==> src/hw/rtl/mrd_pkg.sv <==
// mrd_pkg: shared constants, item types and the crc-16 byte update
// for the modbus rtu response deframer; no dependencies
package mrd_pkg;

    // request codes carried in req_type
    localparam logic [1:0] REQ_BEGIN   = 2'd0;
    localparam logic [1:0] REQ_BYTE    = 2'd1;
    localparam logic [1:0] REQ_TIMEOUT = 2'd2;

    // result kinds
    localparam logic KIND_WORD   = 1'b0;
    localparam logic KIND_STATUS = 1'b1;

    // final status codes
    localparam logic [2:0] ST_OK        = 3'd0;
    localparam logic [2:0] ST_TIMEOUT   = 3'd1;
    localparam logic [2:0] ST_FRAME     = 3'd2;
    localparam logic [2:0] ST_CRC       = 3'd3;
    localparam logic [2:0] ST_EXCEPTION = 3'd4;

    // function codes and frame constants
    localparam logic [7:0]  FN_READ_HOLD  = 8'h03;
    localparam logic [7:0]  FN_READ_INPUT = 8'h04;
    localparam logic [7:0]  FN_EXC_MASK   = 8'h80;
    localparam logic [15:0] CRC_POLY      = 16'hA001;
    localparam logic [15:0] CRC_INIT      = 16'hFFFF;
    localparam logic [8:0]  LEN_EXCEPTION = 9'd5;
    localparam logic [8:0]  LEN_FIXED     = 9'd8;
    localparam logic [8:0]  LEN_READ_BASE = 9'd5;

    // default word limit
    localparam int MAX_WORDS_DEF = 125;

    typedef struct packed {
        logic [1:0] req_type;
        logic [7:0] rx_byte;
        logic [6:0] expected_words;
    } t_in_item;

    typedef struct packed {
        logic        result_kind;
        logic [15:0] word_value;
        logic [6:0]  word_index;
        logic [2:0]  status_code;
        logic [7:0]  exception_code;
    } t_out_item;

    // reflected crc-16 update by one octet, lsb first
    function automatic logic [15:0] crc16_feed(input logic [15:0] crc,
                                               input logic [7:0]  octet);
        logic [15:0] c;
        c = crc ^ {8'h00, octet};
        for (int b = 0; b < 8; b++) begin
            c = c[0] ? ((c >> 1) ^ CRC_POLY) : (c >> 1);
        end
        return c;
    endfunction

    // read holding or read input function code
    function automatic logic is_read_fn(input logic [7:0] fn);
        return (fn == FN_READ_HOLD) || (fn == FN_READ_INPUT);
    endfunction

endpackage

==> src/hw/rtl/mrd_channels.sv <==
// mrd_channels: valid/ready channel interfaces for request and result items
// no package dependency; field widths follow the item definitions
interface mrd_in_if;
    logic       valid;
    logic       ready;
    logic [1:0] req_type;
    logic [7:0] rx_byte;
    logic [6:0] expected_words;

    modport source (output valid, output req_type, output rx_byte,
                    output expected_words, input ready);
    modport sink   (input valid, input req_type, input rx_byte,
                    input expected_words, output ready);
endinterface

interface mrd_out_if;
    logic        valid;
    logic        ready;
    logic        result_kind;
    logic [15:0] word_value;
    logic [6:0]  word_index;
    logic [2:0]  status_code;
    logic [7:0]  exception_code;

    modport source (output valid, output result_kind, output word_value,
                    output word_index, output status_code,
                    output exception_code, input ready);
    modport sink   (input valid, input result_kind, input word_value,
                    input word_index, input status_code,
                    input exception_code, output ready);
endinterface

==> src/hw/rtl/mrd_engine.sv <==
// mrd_engine: frame state, crc-16 check and result decision for one item
// per cycle while i_fire is high; depends on mrd_pkg
module mrd_engine #(
    parameter int MAX_WORDS = mrd_pkg::MAX_WORDS_DEF
) (
    input  logic                 i_clk,
    input  logic                 i_rst_n,
    input  logic                 i_fire,
    input  mrd_pkg::t_in_item    i_item,
    output logic                 o_res_vld,
    output mrd_pkg::t_out_item   o_res
);
    import mrd_pkg::*;

    localparam logic [6:0] MaxW = 7'(MAX_WORDS);

    logic [15:0] r_crc,    n_crc;
    logic [8:0]  r_rcvd,   n_rcvd;
    logic [8:0]  r_flen,   n_flen;
    logic [7:0]  r_fn,     n_fn;
    logic [7:0]  r_cnt,    n_cnt;
    logic [7:0]  r_hi,     n_hi;
    logic [7:0]  r_crc_lo, n_crc_lo;
    logic [6:0]  r_want,   n_want;
    logic [6:0]  r_emit,   n_emit;
    logic        r_done,   n_done;

    logic [9:0]  w_pos_p2;
    logic [15:0] w_rx_crc;
    logic [7:0]  w_twice_want;

    assign w_pos_p2     = {1'b0, r_rcvd} + 10'd2;
    assign w_rx_crc     = {i_item.rx_byte, r_crc_lo};
    assign w_twice_want = {r_want, 1'b0};

    // next state and result for the item in flight
    always_comb begin
        n_crc     = r_crc;
        n_rcvd    = r_rcvd;
        n_flen    = r_flen;
        n_fn      = r_fn;
        n_cnt     = r_cnt;
        n_hi      = r_hi;
        n_crc_lo  = r_crc_lo;
        n_want    = r_want;
        n_emit    = r_emit;
        n_done    = r_done;
        o_res_vld = 1'b0;
        o_res     = '0;
        if (i_fire) begin
            unique case (i_item.req_type)
                REQ_BEGIN: begin
                    n_crc    = CRC_INIT;
                    n_rcvd   = '0;
                    n_flen   = '0;
                    n_fn     = '0;
                    n_cnt    = '0;
                    n_hi     = '0;
                    n_crc_lo = '0;
                    n_emit   = '0;
                    n_want   = (i_item.expected_words > MaxW) ? MaxW
                                                              : i_item.expected_words;
                    n_done   = 1'b0;
                end
                REQ_TIMEOUT: begin
                    if (!r_done) begin
                        n_done            = 1'b1;
                        o_res_vld         = 1'b1;
                        o_res.result_kind = KIND_STATUS;
                        o_res.status_code = (r_rcvd == '0) ? ST_TIMEOUT : ST_FRAME;
                    end
                end
                REQ_BYTE: begin
                    if (!r_done) begin
                        n_rcvd = r_rcvd + 9'd1;
                        if (r_flen != '0 && w_pos_p2 >= {1'b0, r_flen}) begin
                            // trailing crc octets, low first
                            if (w_pos_p2 == {1'b0, r_flen}) begin
                                n_crc_lo = i_item.rx_byte;
                            end else begin
                                n_done            = 1'b1;
                                o_res_vld         = 1'b1;
                                o_res.result_kind = KIND_STATUS;
                                if (w_rx_crc != r_crc) begin
                                    o_res.status_code = ST_CRC;
                                end else if ((r_fn & FN_EXC_MASK) != '0) begin
                                    o_res.status_code    = ST_EXCEPTION;
                                    o_res.exception_code = r_cnt;
                                end else if (r_want != '0 && r_cnt != w_twice_want) begin
                                    o_res.status_code = ST_FRAME;
                                end else begin
                                    o_res.status_code = ST_OK;
                                end
                            end
                        end else begin
                            n_crc = crc16_feed(r_crc, i_item.rx_byte);
                            if (r_rcvd == 9'd1) begin
                                // function code sets the length where it can
                                n_fn = i_item.rx_byte;
                                if ((i_item.rx_byte & FN_EXC_MASK) != '0) begin
                                    n_flen = LEN_EXCEPTION;
                                end else if (!is_read_fn(i_item.rx_byte)) begin
                                    n_flen = LEN_FIXED;
                                end
                            end else if (r_rcvd == 9'd2) begin
                                // byte count, or exception code
                                n_cnt = i_item.rx_byte;
                                if (is_read_fn(r_fn)) begin
                                    n_flen = LEN_READ_BASE + {1'b0, i_item.rx_byte};
                                end
                            end else if (r_rcvd >= 9'd3 && is_read_fn(r_fn)) begin
                                // data octets pair up big-endian
                                if (r_rcvd[0]) begin
                                    n_hi = i_item.rx_byte;
                                end else if (r_emit < MaxW) begin
                                    o_res_vld         = 1'b1;
                                    o_res.result_kind = KIND_WORD;
                                    o_res.word_value  = {r_hi, i_item.rx_byte};
                                    o_res.word_index  = r_emit;
                                    n_emit            = r_emit + 7'd1;
                                end
                            end
                        end
                    end
                end
                default: begin
                    // unused request code, ignored
                end
            endcase
        end
    end

    // frame state registers
    always_ff @(posedge i_clk) begin
        if (!i_rst_n) begin
            r_crc    <= CRC_INIT;
            r_rcvd   <= '0;
            r_flen   <= '0;
            r_fn     <= '0;
            r_cnt    <= '0;
            r_hi     <= '0;
            r_crc_lo <= '0;
            r_want   <= '0;
            r_emit   <= '0;
            r_done   <= 1'b1;
        end else begin
            r_crc    <= n_crc;
            r_rcvd   <= n_rcvd;
            r_flen   <= n_flen;
            r_fn     <= n_fn;
            r_cnt    <= n_cnt;
            r_hi     <= n_hi;
            r_crc_lo <= n_crc_lo;
            r_want   <= n_want;
            r_emit   <= n_emit;
            r_done   <= n_done;
        end
    end

    // a begin always opens the receiver
    a_begin_opens: assert property (@(posedge i_clk) disable iff (!i_rst_n)
        i_fire && i_item.req_type == REQ_BEGIN |=> !r_done)
        else $error("receiver not open after begin");

    // a status result closes the frame
    a_status_closes: assert property (@(posedge i_clk) disable iff (!i_rst_n)
        o_res_vld && o_res.result_kind == KIND_STATUS |=> r_done)
        else $error("frame still open after status");

    // words come only from read frames
    a_word_read_fn: assert property (@(posedge i_clk) disable iff (!i_rst_n)
        o_res_vld && o_res.result_kind == KIND_WORD |->
            (r_fn == FN_READ_HOLD || r_fn == FN_READ_INPUT))
        else $error("word emitted outside a read frame");

    // word count never passes the limit
    a_emit_limit: assert property (@(posedge i_clk) disable iff (!i_rst_n)
        r_emit <= MaxW)
        else $error("word count above limit");

    // exception code only with exception status
    a_exc_code: assert property (@(posedge i_clk) disable iff (!i_rst_n)
        o_res_vld && o_res.status_code != ST_EXCEPTION |-> o_res.exception_code == '0)
        else $error("exception code on non-exception result");

endmodule

==> src/hw/rtl/modbus_rtu_response_deframer.sv <==
// modbus_rtu_response_deframer: top level with input and result registers
// around mrd_engine; depends on mrd_pkg, mrd_channels and mrd_engine
//
//   channel  modport  direction  moves
//   i_in     sink     in         request: begin, received byte, timeout
//   o_out    source   out        result: register word or final status
//
// one item per cycle sustained while o_out.ready stays high; each item goes
// through the input register, then the combinational crc-16 byte update and
// frame decision, then the result register; reset (synchronous, i_rst_n low)
// empties both registers and idles the receiver until a begin; a stalled
// result holds one more item in the input register, then i_in.ready drops
module modbus_rtu_response_deframer #(
    parameter int MAX_WORDS = mrd_pkg::MAX_WORDS_DEF
) (
    input  logic       i_clk,
    input  logic       i_rst_n,
    mrd_in_if.sink     i_in,
    mrd_out_if.source  o_out
);
    import mrd_pkg::*;

    logic      r_in_vld;
    t_in_item  r_in;
    logic      r_out_vld;
    t_out_item r_out;
    logic      w_proc;
    logic      w_res_vld;
    t_out_item w_res;

    // the held item moves on when the result slot is free or draining
    assign w_proc     = r_in_vld && (!r_out_vld || o_out.ready);
    assign i_in.ready = !r_in_vld || w_proc;

    // input register
    always_ff @(posedge i_clk) begin
        if (!i_rst_n) begin
            r_in_vld <= 1'b0;
        end else if (i_in.ready) begin
            r_in_vld <= i_in.valid;
        end
    end

    always_ff @(posedge i_clk) begin
        if (i_in.valid && i_in.ready) begin
            r_in.req_type       <= i_in.req_type;
            r_in.rx_byte        <= i_in.rx_byte;
            r_in.expected_words <= i_in.expected_words;
        end
    end

    mrd_engine #(
        .MAX_WORDS (MAX_WORDS)
    ) u_engine (
        .i_clk     (i_clk),
        .i_rst_n   (i_rst_n),
        .i_fire    (w_proc),
        .i_item    (r_in),
        .o_res_vld (w_res_vld),
        .o_res     (w_res)
    );

    // result register
    always_ff @(posedge i_clk) begin
        if (!i_rst_n) begin
            r_out_vld <= 1'b0;
        end else if (w_proc) begin
            r_out_vld <= w_res_vld;
        end else if (o_out.ready) begin
            r_out_vld <= 1'b0;
        end
    end

    always_ff @(posedge i_clk) begin
        if (w_proc && w_res_vld) begin
            r_out <= w_res;
        end
    end

    assign o_out.valid          = r_out_vld;
    assign o_out.result_kind    = r_out.result_kind;
    assign o_out.word_value     = r_out.word_value;
    assign o_out.word_index     = r_out.word_index;
    assign o_out.status_code    = r_out.status_code;
    assign o_out.exception_code = r_out.exception_code;

endmodule

==> src/flat_wrapper.sv <==
// flat-port wrapper written by rule: the top's interface ports become plain ports
module modbus_rtu_response_deframer_flat import mrd_pkg::*;
#(
    parameter int MAX_WORDS = mrd_pkg::MAX_WORDS_DEF
)
  (i_clk, i_rst_n, i_in_valid, i_in_req_type, i_in_rx_byte, i_in_expected_words, i_in_ready, o_out_valid, o_out_result_kind, o_out_word_value, o_out_word_index, o_out_status_code, o_out_exception_code, o_out_ready);
  mrd_in_if i_in_i ();
  mrd_out_if o_out_i ();
  input  logic i_clk;
  input  logic i_rst_n;
  input wire logic [$bits(i_in_i.valid)-1:0] i_in_valid;
  input wire logic [$bits(i_in_i.req_type)-1:0] i_in_req_type;
  input wire logic [$bits(i_in_i.rx_byte)-1:0] i_in_rx_byte;
  input wire logic [$bits(i_in_i.expected_words)-1:0] i_in_expected_words;
  output wire logic [$bits(i_in_i.ready)-1:0] i_in_ready;
  output wire logic [$bits(o_out_i.valid)-1:0] o_out_valid;
  output wire logic [$bits(o_out_i.result_kind)-1:0] o_out_result_kind;
  output wire logic [$bits(o_out_i.word_value)-1:0] o_out_word_value;
  output wire logic [$bits(o_out_i.word_index)-1:0] o_out_word_index;
  output wire logic [$bits(o_out_i.status_code)-1:0] o_out_status_code;
  output wire logic [$bits(o_out_i.exception_code)-1:0] o_out_exception_code;
  input wire logic [$bits(o_out_i.ready)-1:0] o_out_ready;
  assign i_in_i.valid = i_in_valid;
  assign i_in_i.req_type = i_in_req_type;
  assign i_in_i.rx_byte = i_in_rx_byte;
  assign i_in_i.expected_words = i_in_expected_words;
  assign i_in_ready = i_in_i.ready;
  assign o_out_valid = o_out_i.valid;
  assign o_out_result_kind = o_out_i.result_kind;
  assign o_out_word_value = o_out_i.word_value;
  assign o_out_word_index = o_out_i.word_index;
  assign o_out_status_code = o_out_i.status_code;
  assign o_out_exception_code = o_out_i.exception_code;
  assign o_out_i.ready = o_out_ready;
  modbus_rtu_response_deframer #(.MAX_WORDS(MAX_WORDS)) u_core (.i_clk(i_clk), .i_rst_n(i_rst_n), .i_in(i_in_i), .o_out(o_out_i));
endmodule
==> config.mk <==
export PLATFORM = sky130hd
export DESIGN_NAME = modbus_rtu_response_deframer_flat
export DESIGN_NICKNAME = d
export VERILOG_FILES = /design/src/hw/rtl/mrd_pkg.sv /design/src/hw/rtl/mrd_channels.sv /design/src/hw/rtl/mrd_engine.sv /design/src/hw/rtl/modbus_rtu_response_deframer.sv /design/src/flat_wrapper.sv
export SDC_FILE = /design/constraint.sdc
export NUM_CORES = 1
export LEC_CHECK = 0
export ABC_AREA = 0
export BUFFER_PORTS_ARGS = -buffer_cell sky130_fd_sc_hd__buf_2
export CAP_MARGIN = 15
export CORE_ASPECT_RATIO = 2
export CORE_MARGIN = 2
export CORE_UTILIZATION = 60
export CTS_BUF_LIST = sky130_fd_sc_hd__clkbuf_8
export DETAILED_ROUTE_END_ITERATION = 10
export PLACE_DENSITY = 0.8
export SYNTH_ARGS = -nofsm -noshare
export SYNTH_HDL_FRONTEND = slang
export SYNTH_HIERARCHICAL = 1
export SYNTH_SLANG_ARGS = --single-unit
==> constraint.sdc <==
create_clock -name i_clk -period 6.4 [get_ports i_clk]
set_input_delay 1.28 -clock i_clk [delete_from_list [all_inputs] [get_ports i_clk]]
set_output_delay 1.28 -clock i_clk [all_outputs]
set_load 0.03 [all_outputs]
Yosys cells after proc, flatten, opt, wreduce, memory -nomap -nowiden
Cells that the tools add are included.

storage, ports and cells
  word-level logic and storage cells = 185
  register bits after elaboration = 135
  output and inout bits = 37
  input bits = 21

cells by class
  eq/ne operators = 26
  reduce and logical (&&, ||, !) cells = 31
  mux-type cells = 85
  add/sub/neg operators = 4
  bitwise gates (word level) = 15
  magnitude comparators = 4

operator list
  kind                                                                    count
  16-bit two-way mux                                                      10
  8-bit two-way mux                                                       18
  23-bit two-way mux                                                      6
  9-bit two-way mux                                                       8
  8-bit case mux with 2 select lines                                      4
  7-bit two-way mux                                                       8
  9-bit case mux with 2 select lines                                      2
  35-bit two-way mux                                                      1
  16-bit case mux with 2 select lines                                     1
  2-bit inequality test (second input constant)                           12
  2-bit inverter with 3-bit output                                        8
  11-bit two-way mux                                                      2
  8-bit by 2-bit equality test with 1-bit output (second input constant)  2
  8-bit by 3-bit equality test with 1-bit output (second input constant)  2
  16-bit inequality test                                                  1
  16-bit by 8-bit XOR with 16-bit output                                  1
  1-bit two-way mux                                                       15
  7-bit case mux with 2 select lines                                      1
  9-bit by 2-bit adder with 10-bit output (second input constant)         1
  10-bit by 9-bit equality test with 1-bit output                         1
  10-bit by 9-bit greater-or-equal comparator with 1-bit output           1
  5-bit AND reduction                                                     2
  3-bit by 8-bit adder with 9-bit output (first input constant)           1
  9-bit by 1-bit adder with 9-bit output (second input constant)          1
  other kinds (35)                                                        56

Logic depth before layout (Yosys ltp)
Gate-level depths: netlist (run 1).

  word-level depth = 20
  mapped depth = 16
  depth with buffers taken out = 14

Hierarchy
Netlist (run 1), hierarchy kept.

by module, submodules not included
  module                        cells an instance  instances  area each (um^2)
  mrd_engine                    615                1          4929.7
  modbus_rtu_response_deframer  65                 1          1674.1

Worst setup path before layout (run 1)
No wires, ideal clock.

  kind = register to register
  from = register u_core.u_engine.r_rcvd[1]
  to = register u_core.r_out (netlist bit u_core/o_out.exception_code[0]), enable pin
  library setup time = 427 ps
  cell stages (with the launch flop) = 17
  data arrival time = 4560 ps
  clock period less this slack = 4987 ps
  data required time = 5973 ps
  path slack = 1413 ps
  path through = dfxtp_1 -> ha_1 -> nand3_1 -> nor2_1 -> xor2_1 -> ha_1 -> a21oi_1 -> o22ai_1 -> a211o_1 -> o21a_1 -> or4b_1 -> buf_4 -> nor2_4 -> buf_6 -> o21a_1 -> nand2_1 -> nor2_1

between the ends
  longest elaborated chain between the ends = 10
  elaborated cells between the ends (all ways) = 17
  classes of those cells = add/sub: 1; order compare: 2; eq/ne: 3; mux: 8; reduce/logical: 3

ends and longest elaborated chain
  element                                                                                          RTL line                            text
  start: declaration                                                                               mrd_engine.sv:18                    logic [8:0] r_rcvd, n_rcvd;
  start signal: assignment                                                                         mrd_engine.sv:148                   r_rcvd <= n_rcvd;
  parallel branches: the longest is 5 deep, another holds 9-bit by 2-bit adder with 10-bit output  n/a
  1-bit two-way mux (*)                                                                            mrd_engine.sv:76                    if (r_flen != '0 && w_pos_p2 >= {1'b0, r_flen}) begin
  1-bit two-way mux (*)                                                                            mrd_engine.sv:74                    if (!r_done) begin
  1-bit case mux with 2 select lines (*)                                                           mrd_engine.sv:51                    unique case (i_item.req_type)
  1-bit two-way mux (*)                                                                            mrd_engine.sv:50                    if (i_fire) begin
  net u_core.w_res_vld                                                                             modbus_rtu_response_deframer.sv:28  logic w_res_vld;
  1-bit logical AND (*)                                                                            modbus_rtu_response_deframer.sv:75  if (w_proc && w_res_vld) begin
  end signal: assignment                                                                           modbus_rtu_response_deframer.sv:76  r_out <= w_res;
  end: declaration                                                                                 modbus_rtu_response_deframer.sv:26  t_out_item r_out;

Mark *: on every way through the listed nets, which the timed path passes.
A chain may end at the register's enable or synchronous reset.

Worst setup path in the final report (run 1)
  from = register u_core.u_engine.r_rcvd[1]
  to = register u_core.r_out (netlist bit u_core/o_out.word_index[5]), enable pin

Same word-level chain as after synthesis.

==> impl_metrics.tcl, run 1 <==
set metrics [dict create \
    status "completed" \
    cts_sinks 135 \
    fmax_mhz 210.0 \
    grt_pass1_wl_um 25100 \
    htree_levels 4 \
    netlist_area_um2 6604 \
    p_leak_uw 0.002679 \
    period_share 0.7441 \
    ys.flop_type "dfxtp_1" \
    worstMarginPinSlew_ns 1.112 \
    grt_antenna_before_repair 0 \
    finalSetupViolCount 0 \
    cts_resized 0 \
    arrival_ns 4.89 \
    final_antenna_net_count 0 \
    synthesis.nets 723 \
    finClkSkew_ns 0.01449 \
    seqCellArea_um2 3223 \
    ys_types 57 \
    grt_overflow 0 \
    ys_async_sr_fraction 0 \
    final_area_um2 7356 \
    critPathLaunchType "register" \
    tns_ns 0 \
    cts_tree "done" \
    diodes 0 \
    ys_warn_count 6 \
    start_util 0.6109 \
    cts_setup_buffers 0 \
    syn_avg_cell_area_um2 9.712 \
    synthToLayoutAreaGrowth_pct 11.39 \
    end_kind "register" \
    core_um2 10810 \
    gp_congestion 0.9173 \
    drt_iter0_markers 429 \
    maxCapViolCount 0 \
    multi_input_area_um2 3128 \
    via_count 5254 \
    portBuffers 57 \
    routedWlPerCell_um 17.96 \
    remaining_drc_errors 0 \
    syn_inst 680 \
    place_hpwl_um 10900 \
    power-per-cell-area_nw_per_um2 252.6 \
    clockBufferDepth 2 \
    clk_latency_ns 0.46 \
    finalHoldViolCount 0 \
    ys_seq_area_frac 0.4881 \
    io_pins 58 \
    grt_pass1_vias 5195 \
    wl_um 15680 \
    slew_viol_final 0 \
    fill_cells 871 \
    nNetsFinal 763 \
    hold_buffers 0 \
    first_pass_iters 8 \
    row_count 54 \
    placed_cell_area_um2 6917 \
    synth_edf_count 52 \
    die_area_um2 11910 \
    critical_path_class "register to register" \
    period_needed_ns 4.762 \
    drive_gt1_frac 0.1392 \
    slew_headroom 0.2586 \
    rsz0062_at_grt "no" \
    die_height_um 152.4 \
    worstHoldPathType "register to register" \
    clk_pin_slew_worst_paths_ns 0.08 \
    worstPathRequired_ns 6.53 \
    via_per_inst 6.018 \
    grt.total_usage 0.2722 \
    grt_max_degree 64 \
    vdd_ir_drop_max_v 0.0001906 \
    cts_buffers 17 \
    ys_seq_elements 135 \
    critPathMaxFanout 26 \
    root_buffer "clkbuf_8" \
    die_x_um 78.19 \
]
-- routing by layer --
metal | vias up | track usage | wire, um
met5 | - | 0 | 0
met4 | 0 | 0.1454 | 621
met3 | 56 | 0.05213 | 927
met2 | 255 | 0.4979 | 8580
met1 | 2475 | 0.2862 | 5547
li1 | 2468 | - | -
-- critical path, cell delays in order, from the launching register on --
cell	delay (ns)
dfxtp_1	0.49
ha_1	0.29
nand3_1	0.16
nor2_1	0.20
xor2_1	0.20
ha_1	0.28
a21oi_1	0.16
o22ai_1	0.10
a211o_1	0.26
o21a_1	0.23
or4b_1	0.68
nor2_4	0.33
o21a_1	0.18
nand2_1	0.07
nor2_2	0.39
buf_4	0.40
-- path summary, 6_finish.rpt --
check | startpoint | to | slack, ns | cells after the start
worst max-delay path | u_core/u_engine/r_rcvd[1] | u_core/o_out.word_index[5] | 1.64 | 15
worst min-delay path | u_core/u_engine/r_flen[7] | u_core/u_engine/r_flen[7] | 0.48 | 2
worst max register to register | u_core/u_engine/r_rcvd[1] | u_core/o_out.word_index[5] | 1.64 | 15
worst min register to register | u_core/u_engine/r_flen[7] | u_core/u_engine/r_flen[7] | 0.48 | 2
-- where the power goes --
part	switching (uW)	internal [uW]	total, uW	leakage (uW)
Clock	347	427	774	0.000223
Sequential	32.3	905	937	0.00113
Combinational	86.4	60.4	147	0.00133
-- layout make-up --
cell class                 instances  share of cell area
timing repair buffer              61             0.04286
sequential                       135              0.4382
clock inverter                    15             0.02790
inverter                          20             0.01021
tap                              140             0.02381
multi-input combinational        485              0.4252
clock buffer                      17             0.03181
-- sequential cells by signal (all words and copies together), names as in the netlist, 7 cells and up --
| register | flops |
|---|---|
| u_core/u_engine/r_crc | 16 |
| u_core/u_engine/r_cnt | 8 |
| u_core/u_engine/r_fn | 8 |
| u_core/o_out.word_index | 7 |
| u_core/u_engine/r_rcvd | 9 |
| u_core/u_engine/r_emit | 7 |
| u_core/o_out.word_value | 16 |
| u_core/u_engine/r_crc_lo | 8 |
| u_core/u_engine/r_flen | 9 |
| u_core/u_engine/r_want | 7 |
| u_core/u_engine/r_hi | 8 |
| u_core/o_out.exception_code | 8 |
| u_core/r_in | 17 |
-- cells in the mapped netlist (2+ instances only) --
cell type / count / area share
and3_1: 5 / 0.0047
a32oi_1: 14 / 0.019
nand2_1: 67 / 0.038
xor2_1: 40 / 0.053
a21o_1: 5 / 0.0057
o2111ai_1: 2 / 0.0027
nor2_1: 43 / 0.024
mux2i_1: 2 / 0.0030
or4_1: 2 / 0.0023
nor2b_1: 22 / 0.021
a21boi_0: 26 / 0.030
o31a_1: 2 / 0.0027
o21a_1: 6 / 0.0068
or3_1: 11 / 0.010
a22oi_1: 4 / 0.0045
ha_1: 22 / 0.042
nor4_1: 9 / 0.0085
edfxtp_1: 52 / 0.24
nand4_1: 10 / 0.0095
nor3_1: 12 / 0.0091
and2_1: 29 / 0.027
xnor2_1: 24 / 0.032
a21oi_1: 15 / 0.011
inv_1: 20 / 0.011
clkbuf_1: 20 / 0.011
buf_2: 14 / 0.011
and3b_1: 3 / 0.0040
buf_1: 3 / 0.0017
nand3_2: 2 / 0.0030
dfxtp_1: 83 / 0.25
nand3_1: 52 / 0.039
a21boi_1: 5 / 0.0057
nand2b_1: 3 / 0.0028
o211ai_1: 3 / 0.0034
o21ai_0: 24 / 0.018
o21ai_1: 3 / 0.0023
-- layout by cell type, fill, tap and decap left out, types with 2 or more instances in the layout --
master,count
o21a_1,6
buf_2,57
buf_4,4
clkbuf_8,17
a21boi_0,26
bufinv_16,4
nor3_1,12
or3_1,11
a32oi_1,14
nand3_2,2
a22oi_1,4
edfxtp_1,52
nor2_1,42
inv_6,2
and3b_1,3
dfxtp_1,83
o21ai_0,24
a21boi_1,5
a21oi_1,15
nor2b_1,22
o2111ai_1,2
nor4_1,9
clkinv_4,6
a21o_1,5
nand2b_1,3
xor2_1,40
and3_1,5
o31a_1,2
xnor2_1,24
o21ai_1,3
mux2i_1,2
o211ai_1,3
ha_1,22
nand2_1,67
and2_1,29
nand4_1,10
nand3_1,52
inv_1,22
or4_1,2
-- stage by stage --
step           instances    util  worst slack [ns]  hold WS, ns  power [uW]
6_report             873  0.6804             1.638       0.4759        1858
4_1_cts              873  0.6804             1.676       0.4739        1868
3_3_place_gp         841  0.6398             1.872       0.4560        1095
3_5_place_dp         841  0.6398             1.713       0.4631        1099
2_1_floorplan        680       -             1.413       0.4435        1058
5_1_grt              873  0.6804             1.366       0.5115        1915
-- kinds of logic after synthesis --
logic type | synth area share
AO/OA/AOI/OAI | 0.1215
XOR/XNOR | 0.08488
adder cells (fa/ha/maj) | 0.04168
buffers and inverters | 0.03865
flip-flops | 0.4881
multiplexers | 0.003032
AND/OR/NAND/NOR | 0.2222
No activity file was read; power rests on OpenSTA's default activity.
==> run 2, diff against run 1 <==
- clock period: 6.4 -> 4.4 ns (I/O delays scaled with it)
==> impl_metrics.tcl, run 2 (same netlist as run 1, synthesis figures left out) <==
set metrics [dict create \
    status "completed" \
    timing.critical_path.to "u_core/o_out.word_value[8]" \
    htree_levels 4 \
    rrSetupSlack_ns 0.34 \
    routedWlPerCell_um 17.60 \
    finClkSkew_ns 0.007938 \
    hold_depth 2 \
    critPathLaunchType "register" \
    critPathMaxFanout 35 \
    drt_iter0_markers 434 \
    seqCellArea_um2 3223 \
    io_pins 58 \
    place_hpwl_um 10830 \
    slew_viol_final 0 \
    worstPathRequired_ns 4.54 \
    cts_tree "done" \
    critical_path.startpoint "u_core/u_engine/r_rcvd[1]" \
    root_buffer "clkbuf_8" \
    fmax_mhz 246.5 \
    finalHoldViolCount 0 \
    diodes 0 \
    largest_register_ffs 17 \
    p_leak_uw 0.002682 \
    worst_r2r_path_depth 15 \
    grt_max_degree 64 \
    worstMarginPinSlew_ns 0.7258 \
    gp_congestion 0.9306 \
    cts_sinks 135 \
    dpl.cell_count 845 \
    grt.total_usage 0.2681 \
    vdd_ir_drop_max_v 0.0003072 \
    r2r_start "u_core/u_engine/r_rcvd[1]" \
    clk_latency_ns 0.45 \
    via_per_inst 6.033 \
    cts_buffers 17 \
    arrival_ns 4.20 \
    finalPower_uw 2658 \
    drive_gt1_frac 0.1465 \
    end_kind "register" \
    maxCapViolCount 0 \
    row_count 54 \
    synthToLayoutAreaGrowth_pct 11.77 \
    power-per-cell-area_nw_per_um2 360.2 \
    via_count 5291 \
    period_share 0.9219 \
    cts_setup_buffers 0 \
    slew_headroom 0.5149 \
    fill_cells 851 \
    tns_ns 0 \
    multi_input_area_um2 3133 \
    clk_pin_slew_worst_paths_ns 0.08 \
    placed_cell_area_um2 6964 \
    die_height_um 152.4 \
    remaining_drc_errors 0 \
    final_antenna_net_count 0 \
    finalSetupViolCount 0 \
    critical_path_class "register to register" \
    grt_pass1_vias 5212 \
    final_common_cell "dfxtp_1" \
    die_x_um 78.19 \
    die_area_um2 11910 \
    portBuffers 57 \
    worstHoldPathType "register to register" \
    hold_buffers 0 \
    clockBufferDepth 2 \
    start_util 0.6109 \
    nNetsFinal 767 \
    final_area_um2 7381 \
    first_pass_iters 8 \
    rr_endpoint "u_core/o_out.word_value[8]" \
    grt_overflow 0 \
    cts_resized 0 \
    grt_antenna_before_repair 0 \
    rsz0062_at_grt "no" \
    hold_ws_ns 0.4750 \
    core_um2 10810 \
    period_needed_ns 4.056 \
    wl_um 15440 \
    largest_register "u_core/r_in" \
    final_cell_count_no_fill 877 \
    grt_pass1_wl_um 24970 \
    layout_common_cells "83 x dfxtp_1, 67 x nand2_1, 57 x buf_2" \
]
run 2: area by class of cell:
class / instances / share of cell area
Clock buffer: 17 / 0.03170
Clock inverter: 15 / 0.02475
Inverter: 20 / 0.01017
Multi-Input combinational cell: 485 / 0.4245
Sequential cell: 135 / 0.4367
Tap cell: 140 / 0.02373
Timing Repair Buffer: 65 / 0.04848
run 2: routing by layer:
layer / part of all wire / vias up / global-route usage
li1: - / 2474 / -
met1: 0.36 / 2496 / 0.2839
met2: 0.53 / 251 / 0.4762
met3: 0.057 / 70 / 0.05806
met4: 0.053 / 0 / 0.1587
met5: 0 / - / 0
run 2: worst min-delay path by stage:
| stage | slack [ns] | from | to |
|---|---|---|---|
| 2_1_floorplan | 0.44 | u_core/u_engine/r_flen[7] | u_core/u_engine/r_flen[7] |
| 3_3_place_gp | 0.46 | u_core/u_engine/r_flen[6] | u_core/u_engine/r_flen[6] |
| 3_5_place_dp | 0.46 | u_core/u_engine/r_flen[6] | u_core/u_engine/r_flen[6] |
| 4_1_cts | 0.48 | u_core/u_engine/r_flen[6] | u_core/u_engine/r_flen[6] |
| 5_1_grt | 0.49 | u_core/u_engine/r_flen[6] | u_core/u_engine/r_flen[6] |
| 6_report | 0.47 | u_core/u_engine/r_flen[6] | u_core/u_engine/r_flen[6] |
run 2: critical path, cell delays in order (launching register included):
cell and delay, ns:
dfxtp_1 0.51, ha_1 0.30, nand3_1 0.15, nor2_1 0.21, xor2_1 0.17, ha_1 0.26, a21oi_1 0.16, o22ai_1 0.10
a211o_1 0.26, o21a_1 0.25, or4b_1 0.66, nor2_4 0.15, o21a_1 0.14, nand2_1 0.10, nor2_4 0.12, buf_12 0.21
run 2: through the flow:
| stage | setup slack, ns | util |
|---|---|---|
| after global routing | 0.08659 | 0.6828 |
| final | 0.3437 | 0.6828 |
| after floorplan | 0.3603 | - |
| after CTS | 0.3855 | 0.6828 |
| after detailed placement | 0.3863 | 0.6442 |
| after global placement | 0.5135 | 0.6442 |
run 2: power by group:
group | switching [uW] | total [uW] | internal, uW | leakage [uW]
clock network | 544 | 1070 | 530 | 0.000204
registers | 48.1 | 1360 | 1320 | 0.00113
logic | 130 | 220 | 90.0 | 0.00135
